<file path="config.mk">
export PLATFORM = sky130hd
export DESIGN_NAME = lrfc_record_engine
export DESIGN_NICKNAME = d
export VERILOG_FILES = /design/src/rtl/core/lrfc_pkg.sv /design/src/rtl/core/lrfc_record_engine.sv
export SDC_FILE = /design/constraint.sdc
export NUM_CORES = 1
export LEC_CHECK = 0
export BUFFER_PORTS_ARGS = -buffer_cell sky130_fd_sc_hd__buf_2
export CAP_MARGIN = 10
export CORE_MARGIN = 2
export CORE_UTILIZATION = 55
export DETAILED_ROUTE_END_ITERATION = 10
export GPL_TIMING_DRIVEN = 0
export HOLD_SLACK_MARGIN = 0.12
export PLACE_DENSITY = 0.78
export SYNTH_ARGS = -nofsm -noshare
export SYNTH_HDL_FRONTEND = slang
export SYNTH_SLANG_ARGS = --single-unit
</file>
<file path="constraint.sdc">
create_clock -name clock -period 7.4 [get_ports clock]
set_input_delay 1.85 -clock clock [delete_from_list [all_inputs] [get_ports clock]]
set_output_delay 1.85 -clock clock [all_outputs]
set_load 0.005 [all_outputs]
</file>
<file path="src/rtl/core/lrfc_pkg.sv">
`timescale 1ns / 1ps
// ----------------------------------------------------------------------------
// lrfc_pkg
// Types, constants and the CRC-32C byte update shared by the log record
// frame checker and its parts.
// ----------------------------------------------------------------------------
package lrfc_pkg;

   localparam int unsigned HEADER_BYTES   = 16;
   localparam int unsigned SENTINEL_BYTES = 16;
   localparam int unsigned MAGIC_BYTES    = 8;
   localparam int unsigned POS_BITS       = 25;

   localparam logic [31:0] CRC_POLY = 32'h82F63B78;
   localparam logic [31:0] CRC_ONES = 32'hFFFFFFFF;

   localparam logic [23:0] LEN_SAT           = 24'hFFFFFF;
   localparam logic [23:0] MAX_PAYLOAD_RESET = 24'd1048576;

   localparam logic [2:0] STATUS_OK        = 3'd0;
   localparam logic [2:0] STATUS_LENGTH    = 3'd1;
   localparam logic [2:0] STATUS_SENTINEL  = 3'd2;
   localparam logic [2:0] STATUS_CRC       = 3'd3;
   localparam logic [2:0] STATUS_TRUNCATED = 3'd4;

   localparam logic [7:0] CSR_MAX_PAYLOAD    = 8'd0;
   localparam logic [7:0] CSR_SENTINEL_MAGIC = 8'd1;
   localparam logic [7:0] CSR_START_OFFSET   = 8'd2;

   typedef struct packed {
      logic [7:0] data_byte;
      logic       has_byte;
      logic       end_of_stream;
   } lrfc_req_type;

   typedef struct packed {
      logic [47:0] event_offset;
      logic [31:0] event_type;
      logic [23:0] body_len;
      logic [2:0]  status;
      logic [47:0] good_end;
      logic        final_res;
   } lrfc_rsp_type;

   typedef struct packed {
      logic first;
      logic second;
   } lrfc_push_type;

   function automatic logic [31:0] crc32c_byte(input logic [31:0] crc, input logic [7:0] b);
      logic [31:0] c;
      c = crc ^ {24'd0, b};
      for (int i = 0; i < 8; i++) begin
         c = (c >> 1) ^ (c[0] ? CRC_POLY : 32'd0);
      end
      return c;
   endfunction

   function automatic logic [23:0] sat_len(input logic [31:0] v);
      return (v > {8'd0, LEN_SAT}) ? LEN_SAT : v[23:0];
   endfunction

endpackage

</file>
<file path="src/rtl/core/lrfc_record_engine.sv">
`timescale 1ns / 1ps
// ----------------------------------------------------------------------------
// lrfc_record_engine
// Configuration registers and record parsing state; takes one byte per
// transfer and forms up to two results for it.
// ----------------------------------------------------------------------------
module lrfc_record_engine import lrfc_pkg::*; #(
   parameter int unsigned OFFSET_BITS = 48
) (
   input  logic          clock,
   input  logic          reset,
   input  logic          csr_we,
   input  logic [7:0]    csr_index,
   input  logic [63:0]   csr_wdata,
   input  logic          accept,
   input  lrfc_req_type  item,
   output lrfc_push_type push,
   output lrfc_rsp_type  first_res,
   output lrfc_rsp_type  second_res
);

   logic [23:0]            max_payload_ff, max_payload_in;
   logic [63:0]            magic_ff, magic_in;
   logic [47:0]            start_ff, start_in;
   logic [OFFSET_BITS-1:0] rs_ff, rs_in;
   logic [OFFSET_BITS-1:0] lge_ff, lge_in;
   logic [POS_BITS-1:0]    pos_ff, pos_in;
   logic [31:0]            len_ff, len_in;
   logic [31:0]            type_ff, type_in;
   logic [31:0]            stored_ff, stored_in;
   logic [31:0]            crc_ff, crc_in;
   logic [63:0]            shift_ff, shift_in;
   logic                   bad_ff, bad_in;
   logic                   halted_ff, halted_in;

   logic [OFFSET_BITS-1:0] rec_end;
   logic [63:0]            rs_wide;
   logic [63:0]            shift_next;
   logic [32:0]            pay_end;
   logic [32:0]            sent_diff;
   logic [3:0]             sent_idx;
   logic                   take;
   logic                   byte_hit;
   logic [2:0]             byte_status;
   logic                   hdr_done;
   logic                   restart;
   lrfc_rsp_type           byte_res;
   lrfc_rsp_type           sum_res;

   assign rec_end    = rs_ff + OFFSET_BITS'(len_ff)
                     + OFFSET_BITS'(HEADER_BYTES + SENTINEL_BYTES);
   assign rs_wide    = 64'(rs_ff);
   assign shift_next = {item.data_byte, shift_ff[63:8]};
   assign pay_end    = 33'(HEADER_BYTES) + 33'(len_ff);
   assign sent_diff  = 33'(pos_ff) - pay_end;
   assign sent_idx   = sent_diff[3:0];
   assign take       = accept && item.has_byte && !halted_ff;

   always_comb begin
      max_payload_in = max_payload_ff;
      magic_in       = magic_ff;
      start_in       = start_ff;
      rs_in          = rs_ff;
      lge_in         = lge_ff;
      pos_in         = pos_ff;
      len_in         = len_ff;
      type_in        = type_ff;
      stored_in      = stored_ff;
      crc_in         = crc_ff;
      shift_in       = shift_ff;
      bad_in         = bad_ff;
      halted_in      = halted_ff;
      byte_hit       = 1'b0;
      byte_status    = STATUS_OK;
      restart        = 1'b0;

      if (take) begin
         pos_in = pos_ff + POS_BITS'(1);
         if (pos_ff < POS_BITS'(HEADER_BYTES)) begin
            case (pos_ff[3:2])
               2'd0: len_in[{pos_ff[1:0], 3'b000} +: 8] = item.data_byte;
               2'd1: type_in[{pos_ff[1:0], 3'b000} +: 8] = item.data_byte;
               2'd3: stored_in[{pos_ff[1:0], 3'b000} +: 8] = item.data_byte;
               default: ;
            endcase
            if (pos_ff == POS_BITS'(HEADER_BYTES - 1)) begin
               crc_in = CRC_ONES;
               bad_in = 1'b0;
               if (len_in > {8'd0, max_payload_ff}) begin
                  halted_in   = 1'b1;
                  byte_hit    = 1'b1;
                  byte_status = STATUS_LENGTH;
               end
            end
         end else if (33'(pos_ff) < pay_end) begin
            crc_in = crc32c_byte(crc_ff, item.data_byte);
         end else begin
            shift_in = shift_next;
            if (sent_idx == 4'(MAGIC_BYTES - 1) && shift_next != magic_ff) begin
               bad_in = 1'b1;
            end
            if (sent_idx == 4'(SENTINEL_BYTES - 1)) begin
               byte_hit = 1'b1;
               if (bad_ff || shift_next != rs_wide) begin
                  halted_in   = 1'b1;
                  byte_status = STATUS_SENTINEL;
               end else if ((crc_ff ^ CRC_ONES) != stored_ff) begin
                  halted_in   = 1'b1;
                  byte_status = STATUS_CRC;
               end else begin
                  lge_in = rec_end;
                  rs_in  = rec_end;
                  pos_in = '0;
                  crc_in = CRC_ONES;
                  bad_in = 1'b0;
               end
            end
         end
      end

      byte_res.event_offset = 48'(rs_ff);
      byte_res.event_type   = type_in;
      byte_res.body_len     = sat_len(len_in);
      byte_res.status       = byte_status;
      byte_res.good_end     = 48'(lge_in);
      byte_res.final_res    = 1'b0;

      hdr_done             = halted_in || (pos_in >= POS_BITS'(HEADER_BYTES));
      sum_res.event_offset = 48'(rs_in);
      sum_res.event_type   = hdr_done ? type_in : 32'd0;
      sum_res.body_len     = hdr_done ? sat_len(len_in) : 24'd0;
      sum_res.status       = (!halted_in && pos_in != '0) ? STATUS_TRUNCATED : STATUS_OK;
      sum_res.good_end     = 48'(lge_in);
      sum_res.final_res    = 1'b1;

      if (byte_hit) begin
         push.first  = 1'b1;
         push.second = accept && item.end_of_stream;
         first_res   = byte_res;
         second_res  = sum_res;
      end else begin
         push.first  = accept && item.end_of_stream;
         push.second = 1'b0;
         first_res   = sum_res;
         second_res  = sum_res;
      end

      if (accept && item.end_of_stream) begin
         restart = 1'b1;
      end

      if (csr_we) begin
         case (csr_index)
            CSR_MAX_PAYLOAD:    max_payload_in = csr_wdata[23:0];
            CSR_SENTINEL_MAGIC: magic_in       = csr_wdata;
            CSR_START_OFFSET: begin
               start_in = csr_wdata[47:0];
               restart  = 1'b1;
            end
            default: ;
         endcase
      end

      if (restart) begin
         rs_in     = OFFSET_BITS'(start_in);
         lge_in    = OFFSET_BITS'(start_in);
         pos_in    = '0;
         len_in    = '0;
         type_in   = '0;
         stored_in = '0;
         crc_in    = CRC_ONES;
         shift_in  = '0;
         bad_in    = 1'b0;
         halted_in = 1'b0;
      end
   end

   always_ff @(posedge clock) begin
      if (reset) begin
         max_payload_ff <= MAX_PAYLOAD_RESET;
         magic_ff       <= '0;
         start_ff       <= '0;
         rs_ff          <= '0;
         lge_ff         <= '0;
         pos_ff         <= '0;
         len_ff         <= '0;
         type_ff        <= '0;
         stored_ff      <= '0;
         crc_ff         <= CRC_ONES;
         shift_ff       <= '0;
         bad_ff         <= 1'b0;
         halted_ff      <= 1'b0;
      end else begin
         max_payload_ff <= max_payload_in;
         magic_ff       <= magic_in;
         start_ff       <= start_in;
         rs_ff          <= rs_in;
         lge_ff         <= lge_in;
         pos_ff         <= pos_in;
         len_ff         <= len_in;
         type_ff        <= type_in;
         stored_ff      <= stored_in;
         crc_ff         <= crc_in;
         shift_ff       <= shift_in;
         bad_ff         <= bad_in;
         halted_ff      <= halted_in;
      end
   end

endmodule

</file>
==> flow_summary.json, run 1 <==
{
  "cp_cell_sequence": "buf_2 > nand2_1 > o21ai_1 > ha_1 > nand4_1 > or3_1 > a211oi_1 > nor4_1 > o22ai_2 > o21ai_1 > or2_2 > a31o_1 > buf_2 > buf_4 > nor2_1 > buf_2",
  "synth_compound_area_share_pct": 14.44,
  "synth-simple-area-share_pct": 24.08,
  "syn_area_per_cell_um2": 7.688,
  "die_h_um": 222.3,
  "crit_required_ps": 5550,
  "grt-ovfl-total": 0,
  "core_um2": 46750,
  "port_buffers": 387,
  "area_growth_syn_to_layout_pct": 16.62,
  "hold_viol": 0,
  "drt_first_pass_iters": 6,
  "power_per_cell_area_nw_per_um2": 168.6,
  "wl_per_cell_um": 22.69,
  "start_util_pct": 56.06,
  "vias": 26410,
  "gp_congestion": 1.020,
  "nets": 4058,
  "min_path_type": "register to register",
  "fin_skew_ps": 35.67,
  "cts_max_level": 2,
  "r2r-start": "rs_ff[16]$_SDFF_PP0_",
  "design.die.area_um2": 49420,
  "drtIter0Drc": 2797,
  "timing.hold.ws_ps": 455.4,
  "first_global_vias": 24430,
  "critPathKind": "input pin to primary output",
  "seq_area_frac_synth_pct": 33.84,
  "synth_edf_count": 0,
  "max_slew_margin_pct": 24.61,
  "grt_pass1_wl_mm": 149.5,
  "finalWirelength_mm": 101.9,
  "grt_usage_pct": 39.77,
  "dp.cells": 4404,
  "cts_tree": "yes",
  "finalNonFillerCells": 4489,
  "synth_mux_area_share_pct": 3.332,
  "endpoint_kind": "primary output",
  "fin_crit_ps": 7389,
  "cts.path.max_buffers": 3,
  "die_x_um": 222.3,
  "hpwl_mm": 81.09,
  "ys_dominant_reg_cell": "dfxtp_1",
  "status": "complete, no violations",
  "finish.utilization_pct": 65.38,
  "drive_gt1_share_pct": 18.45,
  "io_pins": 400,
  "ys_types": 83,
  "holdCritStartpoint": "max_payload_ff[15]$_SDFFE_PP0P_",
  "synth_area_um2": 26210,
  "synth_fa_ha_area_share_pct": 5.834,
  "numCtsBuffers": 47,
  "route.detailed.drc": 0,
  "power_uw": 5152,
  "period_share_pct": 99.85,
  "worst_pin_slew_ps": 1131,
  "synth_top_family_by_area": "simple AND/OR/NAND/NOR gates",
  "fmax_mhz": 135.3,
  "path_max_fanout": 10,
  "worst_setup_path_start_kind": "input pin",
  "finalSetupViolCount": 0,
  "vias_per_cell": 5.883,
  "maxCapViolCount": 0,
  "synth_xor_xnor_area_share_pct": 10.56,
  "root_buffer": "clkbuf_16",
  "grt_max_degree": 15,
  "design_area_um2": 30570,
  "critPathMaxStageDelay_ps": 400,
  "slowest_stage": "or3_1",
  "maxSlewViolCount": 0,
  "synth_warnings": 0,
  "ys_ff_latch": 443,
  "async_flop_share_pct": 0,
  "arrival_ps": 5540,
  "rows": 79,
  "detailed_place.area_um2": 28910,
  "crit_start": "item[5]",
  "clk_latency_ps": 620,
  "ir_worst_vdd_mv": 0.1380,
  "ant_nets": 0,
  "syn_inst": 3409,
  "cts_sinks": 443,
  "p_leak_uw": 0.01369,
  "critPathMostFrequentCell": "buf_2",
  "antenna_found_initial": 5,
  "clk_pin_slew_ps": 60
}
[metrics by stage]
step | TNS [ps] | setup WS, ps
finish | 0 | 11.00
global route | -204.4 | -50.44
CTS | 0 | 0.1963
detailed placement | -17110 | -505.2
global placement | -13570 | -468.3
floorplan | 0 | 1058
[synth_stat cells, drive strengths merged (9+ instances only)]
master  number  area share (%)
xor2       155             5.2
mux2        27             1.2
a22o        40             1.3
and2        34            0.81
nand3       61             1.3
ha         119             5.7
o21a        12            0.37
nor4        47             1.3
inv         59            0.84
nor2b        9            0.21
nand4       60             1.5
clkbuf     181             2.6
dfxtp      443              34
and4        12            0.40
or3         15            0.36
mux2i       55             2.1
xnor2      156             5.4
or2         10            0.24
and3        24            0.57
a211oi      18            0.52
o211ai      11            0.32
a21o        49             1.4
nor3        86             1.8
a21boi       9            0.26
nand2      551             7.9
buf        174             4.4
a31oi       18            0.43
o21ai      130             2.5
o31ai       15            0.43
nor2       463             6.6
a21oi      278             5.3
nand2b      15            0.36
[worst max-delay path: cells and delay by family]
family / cells / cell delay (ps)
simple gates: 6 / 1440
compound gates: 5 / 1170
buf+inv: 4 / 850
fa+ha+maj: 1 / 220
[metal layers]
metal  up-vias  global-route usage [%]  routed length [µm]
met5         -                       0                  25
met4         4                   27.14                7890
met3       358                   6.229                9205
met2      1476                   62.79               44660
met1     12250                   50.11               40080
li1      12320                       -                   -
[timing repair]
action / 4_1_cts / 5_1_grt
hold buffers: 0 / 0
pin swaps: 1 / 2
setup endpoints to repair: 77 / 77
setup buffers: 3 / 3
gates resized for setup: 24 / 17
[sequential cells by signal, indices dropped and copies added (netlist names)]
register and count:
bad_ff 1, crc_ff 32, halted_ff 1, len_ff 32
lge_ff 48, magic_ff 64, max_payload_ff 24, pos_ff 25
rs_ff 48, shift_ff 56, start_ff 48, stored_ff 32
type_ff 32
[cells in the final DEF (no fill, tap or decap), types with 9 or more instances in the layout]
cell type,n
and2_1,32
a21oi_1,276
clkbuf_16,47
ha_1,118
a22o_1,40
buf_1,12
nor2_1,462
nor2b_1,9
a211oi_1,18
mux2i_1,55
and4_1,12
nand2b_1,15
inv_1,59
xnor2_1,150
nor4_1,41
mux2_2,22
o21ai_0,74
and3_1,24
dfxtp_1,438
nand3_1,59
a21o_1,49
o21ai_1,55
nand2_1,547
buf_2,432
or3_1,15
o31ai_1,15
nor3_1,78
o211ai_1,11
a31oi_1,18
clkinv_2,10
nand4_1,58
buf_4,116
xor2_1,155
o21a_1,11
clkbuf_1,183
[layout make-up]
class / count / area, µm²
Inverter: 59 / 221.5
Fill cell: 4256 / 16190
Clock inverter: 18 / 198.9
Sequential cell: 443 / 8875
Timing Repair Buffer: 393 / 1994
Multi-Input combinational cell: 2553 / 15350
Antenna cell: 1 / 2.502
Clock buffer: 61 / 1309
Tap cell: 607 / 759.5
Buffer: 354 / 1851
[final timing paths]
check	to	cells past startpoint	slack, ps
worst max-delay path	second_res[68]	16	10
worst min-delay path	max_payload_ff[15]$_SDFFE_PP0P_	2	460
worst min register to register	max_payload_ff[15]$_SDFFE_PP0P_	2	460
worst max register to register	lge_ff[45]$_SDFF_PP0_	12	2680
[logic make-up after synthesis]
logic type | count (synthesis)
simple gates | 1409
compound gates | 627
flops | 443
buf+inv | 414
xor+xnor | 311
fa+ha+maj | 121
mux | 82
other cells | 2
[where the power goes]
part           switching [µW]  internal (µW)  leakage [µW]  total, µW
Clock                    1050           1320      0.000740       2370
Combinational             257            128       0.00938        385
Sequential               7.59           2390       0.00357       2400
(Power assumes the default switching activity.)
==> run 2, diff against run 1 <==
--- a/config.mk
+++ b/config.mk
@@ -7,12 +7,13 @@
 export LEC_CHECK = 0
 export BUFFER_PORTS_ARGS = -buffer_cell sky130_fd_sc_hd__buf_2
 export CAP_MARGIN = 10
-export CORE_MARGIN = 2
-export CORE_UTILIZATION = 55
+export CELL_PAD_IN_SITES_DETAIL_PLACEMENT = 1
+export CELL_PAD_IN_SITES_GLOBAL_PLACEMENT = 1
+export CORE_UTILIZATION = 43
 export DETAILED_ROUTE_END_ITERATION = 10
 export GPL_TIMING_DRIVEN = 0
 export HOLD_SLACK_MARGIN = 0.12
-export PLACE_DENSITY = 0.78
+export PLACE_DENSITY_LB_ADDON = 0.1
 export SYNTH_ARGS = -nofsm -noshare
 export SYNTH_HDL_FRONTEND = slang
 export SYNTH_SLANG_ARGS = --single-unit
==> run 2 against run 1 <==
Critical path depth down 2. Count of clock-buffer cells in the layout up 7. Utilization is 14 points lower. Final cell count rose by 4.3%. Highest routed layer unchanged. Critical endpoint is now first_res[36]. Die area is 25% higher. Combinational power grew 5%.
==> flow_summary.json, run 2 (synthesis results as in run 1) <==
{
  "area_growth_syn_to_layout_pct": 18.71,
  "drive_gt1_share_pct": 19.16,
  "grt_pass1_wl_mm": 167.0,
  "fin_skew_ps": 41.78,
  "antenna_found_initial": 4,
  "pwr-share-seq_pct": 43.6,
  "regMostFlops": "magic_ff",
  "grt-ovfl-total": 0,
  "finalSetupViolCount": 0,
  "final_cell_mix": "nand2_1, nor2_1, dfxtp_1",
  "internal_power_uw": 4081,
  "n_antenna_cell": 0,
  "critPathKind": "input pin to primary output",
  "die_h_um": 248.9,
  "grt_max_degree": 15,
  "hpwl_mm": 90.10,
  "cp.depth": 14,
  "cts_hold_buf": 0,
  "io_pins": 400,
  "design.die.area_um2": 61940,
  "worst_pin_slew_ps": 1150,
  "worst_setup_path_start_kind": "input pin",
  "maxSlewViolCount": 0,
  "r2r_slack_ps": 2700,
  "clk_latency_ps": 630,
  "root_buffer": "clkbuf_16",
  "nets": 4066,
  "first_global_vias": 26280,
  "path_max_fanout": 10,
  "p_switching_uw": 1416,
  "die_x_um": 248.9,
  "r2r-start": "rs_ff[2]$_SDFF_PP0_",
  "min_path_type": "register to register",
  "ir_worst_vdd_mv": 0.1667,
  "largest_reg_flops": 64,
  "grt_usage_pct": 35.59,
  "swShare_pct": 25.76,
  "hold_viol": 0,
  "cp_cell_sequence": "clkbuf_4 > nor4_2 > nand4_1 > nor4_2 > nand4_1 > buf_4 > nor4_4 > nand3_4 > buf_6 > clkbuf_4 > buf_2 > o21ai_0 > buf_4 > buf_2",
  "cp_num_buf_inv": 7,
  "cts_sinks": 443,
  "endpoint_kind": "primary output",
  "cts_max_level": 2,
  "max_slew_margin_pct": 23.32,
  "r2r_cells": 12,
  "drtIter0Drc": 2062,
  "pwr-share-comb_pct": 7.4,
  "core_um2": 60250,
  "power_per_cell_area_nw_per_um2": 176.7,
  "period_share_pct": 97.66,
  "vias": 26550,
  "seq_area_um2": 8880,
  "start_util_pct": 43.50,
  "critPathMaxStageDelay_ps": 390,
  "cts.path.max_buffers": 3,
  "multi_input_area_um2": 15400,
  "gp_congestion": 0.9665,
  "maxCapViolCount": 0,
  "fmax_mhz": 138.4,
  "status": "complete, no violations",
  "fin_crit_ps": 7227,
  "p_leak_uw": 0.01386,
  "crit_required_ps": 5550,
  "p_clk_share_pct": 49.1,
  "numCtsBuffers": 50,
  "clk_pin_slew_ps": 60,
  "endpoint": "first_res[36]",
  "route.detailed.drc": 0,
  "design_area_um2": 31110,
  "dp.cells": 4579,
  "port_buffers": 387,
  "drt_first_pass_iters": 5,
  "setup_ws_ps": 173.1,
  "detailed_place.area_um2": 29130,
  "arrival_ps": 5380,
  "finalWirelength_mm": 113.6,
  "wl_per_cell_um": 24.26,
  "ant_nets": 0,
  "rr_endpoint": "lge_ff[45]$_SDFF_PP0_",
  "vias_per_cell": 5.673,
  "cts_tree": "yes",
  "crit_start": "item[4]",
  "finalNonFillerCells": 4680,
  "final_common_cell": "nand2_1",
  "slowest_stage": "nor4_2",
  "crit_family": "simple AND/OR/NAND/NOR gates",
  "reg_top3": "magic_ff: 64 flops, shift_ff: 56 flops",
  "fillCellCount": 7655,
  "pre_cts_ws_ps": -562.6,
  "rows": 90
}
==> run 2: routing by layer <==
metal / GRT usage, % / share of wire, % / vias to the layer above
met5: 0 / 0.012 / -
met4: 18.78 / 5.6 / 2
met3: 4.713 / 6.7 / 275
met2: 59.46 / 46 / 1103
met1: 44.61 / 41 / 12840
li1: - / - / 12330
==> run 2: worst reg2reg max path, cell delays in order, from the launching register on <==
cell and delay, ps:
dfxtp_1 650, ha_1 380, fa_1 490, a21o_1 190
a211oi_1 370, o2111ai_1 260, a21oi_1 550, nor3_1 200
o21ai_1 470, buf_2 360, o21ai_0 130, a31oi_1 400
a22o_1 200
==> run 2: through the flow <==
stage	power, µW	util (%)	hold WS, ps	TNS [ps]
6_report	5497	51.64	456.4	0
5_1_grt	5619	51.64	464.5	-1.904
4_1_cts	5491	51.39	458.9	0
3_5_place_dp	2833	48.35	451.2	-48000
3_3_place_gp	2829	48.35	444.2	-37250
2_1_floorplan	2678	-	436.3	0
==> run 2: worst min path at each step <==
stage,from,to,slack [ps],cells past startpoint
final,max_payload_ff[17]$_SDFFE_PP0P_,max_payload_ff[17]$_SDFFE_PP0P_,460,2
after global routing,max_payload_ff[17]$_SDFFE_PP0P_,max_payload_ff[17]$_SDFFE_PP0P_,460,2
after CTS,max_payload_ff[17]$_SDFFE_PP0P_,max_payload_ff[17]$_SDFFE_PP0P_,460,2
after detailed placement,max_payload_ff[17]$_SDFFE_PP0P_,max_payload_ff[17]$_SDFFE_PP0P_,450,2
after global placement,max_payload_ff[19]$_SDFFE_PP0P_,max_payload_ff[19]$_SDFFE_PP0P_,440,2
after floorplan,max_payload_ff[10]$_SDFFE_PP0P_,max_payload_ff[10]$_SDFFE_PP0P_,440,2
==> run 2: power groups by stage <==
stage          clock network (µW)  registers, µW  logic, µW
2_1_floorplan                   0           2440        233
3_3_place_gp                    0           2450        380
3_5_place_dp                    0           2450        384
4_1_cts                      2710           2400        389
5_1_grt                      2800           2400        424
6_report                     2700           2400        404
==> run 2: cell type report <==
| class | instances | area share (%) |
|---|---|---|
| Tap cell | 782 | 3.145 |
| Timing Repair Buffer | 397 | 6.466 |
| Sequential cell | 443 | 28.54 |
| Buffer | 355 | 5.992 |
| Inverter | 59 | 0.7239 |
| Clock inverter | 23 | 0.9410 |
| Multi-Input combinational cell | 2553 | 49.50 |
| Clock buffer | 68 | 4.693 |
==> run 2: what timing repair did <==
item,CTS,global route
endpoints found under the setup margin,198,110
resized for setup,19,44
gates cloned,0,0
pin swaps,2,3
setup buffers,2,8
==> run 3, diff against run 2 <==
--- a/config.mk
+++ b/config.mk
@@ -13,7 +13,7 @@
 export DETAILED_ROUTE_END_ITERATION = 10
 export GPL_TIMING_DRIVEN = 0
 export HOLD_SLACK_MARGIN = 0.12
-export PLACE_DENSITY_LB_ADDON = 0.1
+export PLACE_DENSITY = 0.85
 export SYNTH_ARGS = -nofsm -noshare
 export SYNTH_HDL_FRONTEND = slang
 export SYNTH_SLANG_ARGS = --single-unit
==> run 3 against run 2 <==
First-iteration DRC count up 9.3%. Power up 0.15%. Non-clock buffer count down 1. Clock skew down 26 ps. Highest routed layer unchanged.
==> flow_summary.json, run 3 (synthesis results as in run 1) <==
{
  "cts_sinks": 443,
  "design.die.area_um2": 61940,
  "gr-usage-met2_pct": 60.10,
  "cts_hold_buf": 0,
  "io_pins": 400,
  "finalNonFillerCells": 4680,
  "hold_viol": 0,
  "clk_latency_ps": 620,
  "pwr-share-comb_pct": 7.3,
  "vias": 27170,
  "first_global_vias": 26770,
  "grt_pass1_wl_mm": 169.4,
  "cts_max_level": 2,
  "fin_crit_ps": 7371,
  "cts_tree": "yes",
  "p_leak_uw": 0.01383,
  "status": "complete, no violations",
  "hold_depth": 2,
  "pre_cts_ws_ps": -783.4,
  "rows": 90,
  "die_h_um": 248.9,
  "dp.cells": 4579,
  "antenna_found_initial": 9,
  "cts.path.max_buffers": 3,
  "r2r_cells": 16,
  "port_buffers": 387,
  "die_x_um": 248.9,
  "grt_max_degree": 14,
  "arrival_ps": 5520,
  "finalWirelength_mm": 115.7,
  "setup_ws_ps": 28.79,
  "largest_reg_flops": 64,
  "grt-busiest-layer": "met2",
  "pwr-share-seq_pct": 43.5,
  "ant_nets": 0,
  "period_share_pct": 99.61,
  "fillCellCount": 7584,
  "endpoint_kind": "primary output",
  "regMostFlops": "magic_ff",
  "grt_usage_pct": 36.18,
  "path_max_fanout": 10,
  "drtIter0Drc": 2254,
  "maxCapViolCount": 0,
  "hpwl_mm": 91.15,
  "grt-ovfl-total": 0,
  "clk_pin_slew_ps": 60,
  "core_um2": 60250,
  "worst_setup_path_start_kind": "register",
  "ir_worst_vdd_mv": 0.1561,
  "setup_tns_ps": 0,
  "area_growth_syn_to_layout_pct": 18.62,
  "finish.utilization_pct": 51.61,
  "gp_congestion": 0.9962,
  "drive_gt1_share_pct": 18.84,
  "wl_per_cell_um": 24.72,
  "drt_first_pass_iters": 5,
  "internal_power_uw": 4127,
  "numCtsBuffers": 50,
  "min_path_type": "register to register",
  "fmax_mhz": 135.7,
  "maxSlewViolCount": 0,
  "power_per_cell_area_nw_per_um2": 177.1,
  "grtUsageMet1_pct": 44.89,
  "p_switching_uw": 1379,
  "route.detailed.drc": 0,
  "root_buffer": "clkbuf_16",
  "swShare_pct": 25.05,
  "reg_top3": "magic_ff: 64 flops, shift_ff: 56 flops",
  "fin_skew_ps": 15.28,
  "final_common_cell": "nand2_1",
  "use_met3_pct": 5.956,
  "max_slew_margin_pct": 21.78,
  "final_cell_mix": "nand2_1, nor2_1, dfxtp_1",
  "vias_per_cell": 5.806,
  "crit_required_ps": 5550,
  "start_util_pct": 43.50,
  "finalSetupViolCount": 0,
  "worst_pin_slew_ps": 1173,
  "nets": 4065,
  "p_clk_share_pct": 49.1,
  "critPathKind": "register to primary output"
}
run 3: cell count changes in the layout (fill, tap and decap cells not counted), sizes merged:
cell	delta
diode	+2
bufinv	+2
buf	+2
clkinv	-7
clkinvlp	+1
run 3: layer usage:
metal | part of all wire, % | routed length (µm) | vias up
li1 | - | - | 12310
met1 | 40 | 46250 | 13220
met3 | 8.0 | 9206 | 311
met5 | 0.0078 | 9 | -
met2 | 46 | 53390 | 1324
met4 | 5.9 | 6844 | 2
run 3: final timing paths:
kind / startpoint / to / slack (ps)
worst max-delay path: pos_ff[0]$_SDFF_PP0_ / second_res[86] / 30
worst min-delay path: max_payload_ff[11]$_SDFFE_PP0P_ / max_payload_ff[11]$_SDFFE_PP0P_ / 460
worst max register to register: len_ff[4]$_SDFF_PP0_ / shift_ff[8]$_SDFFE_PP0P_ / 2710
worst min register to register: max_payload_ff[11]$_SDFFE_PP0P_ / max_payload_ff[11]$_SDFFE_PP0P_ / 460
run 3: worst max-delay path: stages (launching register included):
cell	delay (ps)
dfxtp_2	490
clkinvlp_4	210
ha_1	450
nor3b_4	310
buf_4	170
nand2_1	150
o21ai_0	400
ha_1	180
nand4_1	130
or3_1	400
a211oi_1	240
nor4_1	120
o22ai_2	230
o21ai_2	110
or2_2	290
a31o_1	200
buf_2	200
buf_4	190
nor2_1	240
buf_2	170
run 3: repair_timing:
item | CTS | global route
setup buffers | 3 | 6
gates resized for setup | 24 | 25
setup endpoints to repair | 159 | 109
pin swaps | 1 | 1
run 3: final cells by class:
| class | instances | area, µm² | area share [%] |
|---|---|---|---|
| buffer | 355 | 1862 | 5.988 |
| antenna | 2 | 5.005 | 0.01610 |
| tap | 782 | 978.4 | 3.147 |
| timing repair buffer | 396 | 2017 | 6.487 |
| multi-input combinational | 2553 | 15370 | 49.43 |
| sequential | 443 | 8877 | 28.55 |
| clock inverter | 19 | 306.5 | 0.9860 |
| inverter | 59 | 225.2 | 0.7244 |
| clock buffer | 71 | 1450 | 4.664 |
run 3: power by group through the flow:
stage	clock network (µW)	logic, µW	registers (µW)
2_1_floorplan	0	233	2440
3_3_place_gp	0	378	2450
3_5_place_dp	0	383	2450
4_1_cts	2720	389	2400
5_1_grt	2810	420	2400
6_report	2700	404	2400
run 3: stage by stage:
stage          hold slack, ps  area (µm²)  total power [µW]
6_report                458.7       31090              5506
2_1_floorplan           436.3       26210              2678
3_5_place_dp            446.8       29130              2832
5_1_grt                 474.8       31080              5628
3_3_place_gp            442.5       29130              2826
4_1_cts                 456.5       30960              5501
